`src/hdl/sspm_ram.sv`:
```
// Generic simple dual-port RAM: one write port, one registered read port.
module sspm_ram #(
	parameter int WIDTH = 8,
	parameter int DEPTH = 16
) (
	input  logic                     clk,
	input  logic                     we,
	input  logic [$clog2(DEPTH)-1:0] waddr,
	input  logic [WIDTH-1:0]         wdata,
	input  logic                     re,
	input  logic [$clog2(DEPTH)-1:0] raddr,
	output logic [WIDTH-1:0]         rdata
);

	logic [WIDTH-1:0] mem_q [DEPTH];

	always_ff @(posedge clk) begin
		if (we) begin
			mem_q[waddr] <= wdata;
		end
		if (re) begin
			rdata <= mem_q[raddr];
		end
	end

endmodule

```
`config.mk`:
```
export PLATFORM = sky130hd
export DESIGN_NAME = sspm_ram
export DESIGN_NICKNAME = d
export VERILOG_FILES = /design/src/hdl/sspm_ram.sv
export SDC_FILE = /design/constraint.sdc
export NUM_CORES = 1
export LEC_CHECK = 0
export CAP_MARGIN = 0
export CORE_ASPECT_RATIO = 2
export CORE_UTILIZATION = 40
export CTS_BUF_LIST = sky130_fd_sc_hd__clkbuf_16
export DETAILED_ROUTE_END_ITERATION = 8
export DONT_BUFFER_PORTS = 1
export PLACE_DENSITY = 0.66
export SLEW_MARGIN = 10
export SYNTH_ARGS = -nofsm -noshare
export SYNTH_HDL_FRONTEND = slang
export SYNTH_SLANG_ARGS = --single-unit
```
`constraint.sdc`:
```
create_clock -name clk -period 3.3 [get_ports clk]
set_input_delay 0.33 -clock clk [delete_from_list [all_inputs] [get_ports clk]]
set_output_delay 0.33 -clock clk [all_outputs]
set_load 0.1 [all_outputs]
```
==> impl_metrics.json <==
{
  "fin_ws_ns": 1.60,
  "worstSetupStartpointType": "flop",
  "yosysSeqAreaShare_pct": 78.1,
  "wl_mm": 10.3,
  "drive_gt1_share_pct": 20.5,
  "r2r_setup_slack_ns": 1.74,
  "clkSinkCount": 136,
  "finalNetCount": 269,
  "area_growth_syn_to_layout_pct": 15.6,
  "cts-root-buf": "clkbuf_16",
  "rsz0062_at_grt": "false",
  "grt_max_degree": 33,
  "grtUsageTotal_pct": 16.3,
  "drt_iter0_drc": 172,
  "setup_tns_ns": 0,
  "r2r_start": "mem_q[5][3]$_DFFE_PP_",
  "utilization_pct": 47.9,
  "pin_count": 27,
  "status": "completed",
  "synth_cells": 229,
  "finalInstanceArea_sq_um": 6040,
  "syn_avg_cell_area_sq_um": 22.8,
  "hpwl_mm": 6.92,
  "avgViaCountPerCell": 5.65,
  "whs_ns": 0.0204,
  "endpoint_kind": "output port",
  "path_depth": 0,
  "cts-resized-gates": 0,
  "syn-num-nets": 248,
  "hold_path_class": "in -> reg",
  "dieArea_sq_um": 13600,
  "ys_types": 18,
  "htreeDepth": 4,
  "io_buffer_count": 0,
  "period_share_pct": 51.5,
  "die_y_microns": 164,
  "p_leak_nw": 1.94,
  "crit_end": "rdata[6]",
  "startpoint": "rdata[6]$_DFFE_PP_",
  "worst-path-max-fanout": 1,
  "antenna_found_initial": 0,
  "netlist_area_sq_um": 5230,
  "yosys_warnings": 0,
  "r2r_end": "rdata[3]$_DFFE_PP_",
  "setup_viol": 0,
  "vias": 2333,
  "clkTransAtPathRegs_ns": 0.06,
  "start_util_pct": 41.4,
  "slew_viol_final": 0,
  "postCtsHoldBufs": 8,
  "cap_violations": 0,
  "gp_congestion": 0.755,
  "worstMarginPinSlew_ns": 0.915,
  "fin_crit_ns": 1.70,
  "irDropWorstVdd_mv": 0.452,
  "synth-seq-cells": 136,
  "hold_viol": 0,
  "n_antenna_cell": 0,
  "drt_drc_violations_left": 0,
  "core_sq_um": 12600,
  "pre_cts_ws_ns": 1.46,
  "worstPathRequired_ns": 2.97,
  "std_cell_rows": 58,
  "antenna_left": 0,
  "insertion_delay_ns": 0.41,
  "firstDrtPassIters": 4,
  "dpl_cell_area_sq_um": 5360,
  "clk_path_buf_depth": 2,
  "post_drt_wl_per_cell_microns": 25.0,
  "die_x_microns": 82.8,
  "cp_data_arrival_time_ns": 1.37,
  "r2r_cells": 3,
  "fin_skew_ns": 0.00551,
  "grt-ovfl-total": 0,
  "grt_pass1_vias": 2532,
  "relSlewSlack_pct": 38.8,
  "fmax_mhz": 589,
  "cts_tree": "done",
  "numCtsBuffers": 17,
  "p_per_area_nw_per_um2": 671,
  "crit_type": "reg -> out",
  "post_cts_buffers": 0,
  "grt_pass1_wl_mm": 15.2
}
area by class of cell:
type	instances	area, sq um
multi-input cells	83	1060
fillers	1051	6580
repair buffers	12	110
flip-flops and latches	136	4080
clock inverters	15	180
clock buffers	17	425
well taps	150	188
Yosys cell counts:
cell type / n / area [sq um]
buf_6: 3 / 33.8
buf_2: 3 / 15.0
a22oi_1: 16 / 120
clkdlybuf4s25_2: 3 / 30.0
nand3b_1: 2 / 15.0
nand2b_1: 2 / 12.5
nor2b_1: 1 / 6.26
mux4_1: 14 / 368
edfxtp_1: 136 / 4080
nor2_1: 13 / 48.8
nand3_1: 1 / 5.00
mux4_2: 18 / 405
nor3_1: 4 / 20.0
and2_1: 1 / 6.26
or3b_2: 1 / 8.76
nand2_1: 9 / 33.8
buf_4: 1 / 7.51
and2b_1: 1 / 7.51
cells by family after synthesis:
family	synth area share (%)
DFF	78.1
and+or+nand+nor	3.14
muxes	14.8
AOI/OAI and AO/OA	2.30
buffers and inverters	1.65
report_power, final:
group	total [mW]	leakage (nW)	switching (mW)	internal [mW]
Combinational	0.134	0.424	0.0720	0.0618
Clock	1.90	0.283	0.715	1.19
Sequential	2.02	1.24	0.0733	1.95
worst min path at each step:
stage          startpoint                    end  slack, ns  depth (start not counted)
3_3_place_gp     wdata[5]  mem_q[4][5]$_DFFE_PP_       0.43                          0
2_1_floorplan    wdata[0]  mem_q[0][0]$_DFFE_PP_       0.43                          0
5_1_grt                re     rdata[6]$_DFFE_PP_      0.003                          0
4_1_cts                re     rdata[1]$_DFFE_PP_      0.004                          0
3_5_place_dp     wdata[4]  mem_q[5][4]$_DFFE_PP_       0.43                          0
6_report               re     rdata[1]$_DFFE_PP_       0.02                          0
cell usage in the layout, fill, tap and decap left out, drive strengths merged:
cell           n
nand2          9
nor2          13
clkinvlp       5
nor3           4
dlygate4sd3    8
bufinv         3
nand3          1
or3b           1
nand3b         2
clkbuf        17
and2           1
nand2b         2
inv            2
nor2b          1
mux4          32
clkinv         5
a22oi         16
buf            4
and2b          1
edfxtp       136
through the flow:
step | power (mW) | instances
floorplan | 2.15 | 229
global placement | 2.16 | 373
detailed placement | 2.16 | 373
CTS | 4.09 | 413
global route | 4.17 | 413
finish | 4.06 | 413
registers in the layout, indices dropped and copies added, names as in the netlist:
register  cells
mem_q       128
rdata         8
layer usage:
layer	routed length (microns)	GRT usage [%]	vias to the layer above
met4	307	9.01	0
met3	468	4.45	19
met1	3550	15.9	1202
met5	0	0	-
met2	6020	30.6	90
li1	-	-	1022
Note: power is estimated with default switching activity, not from simulation.
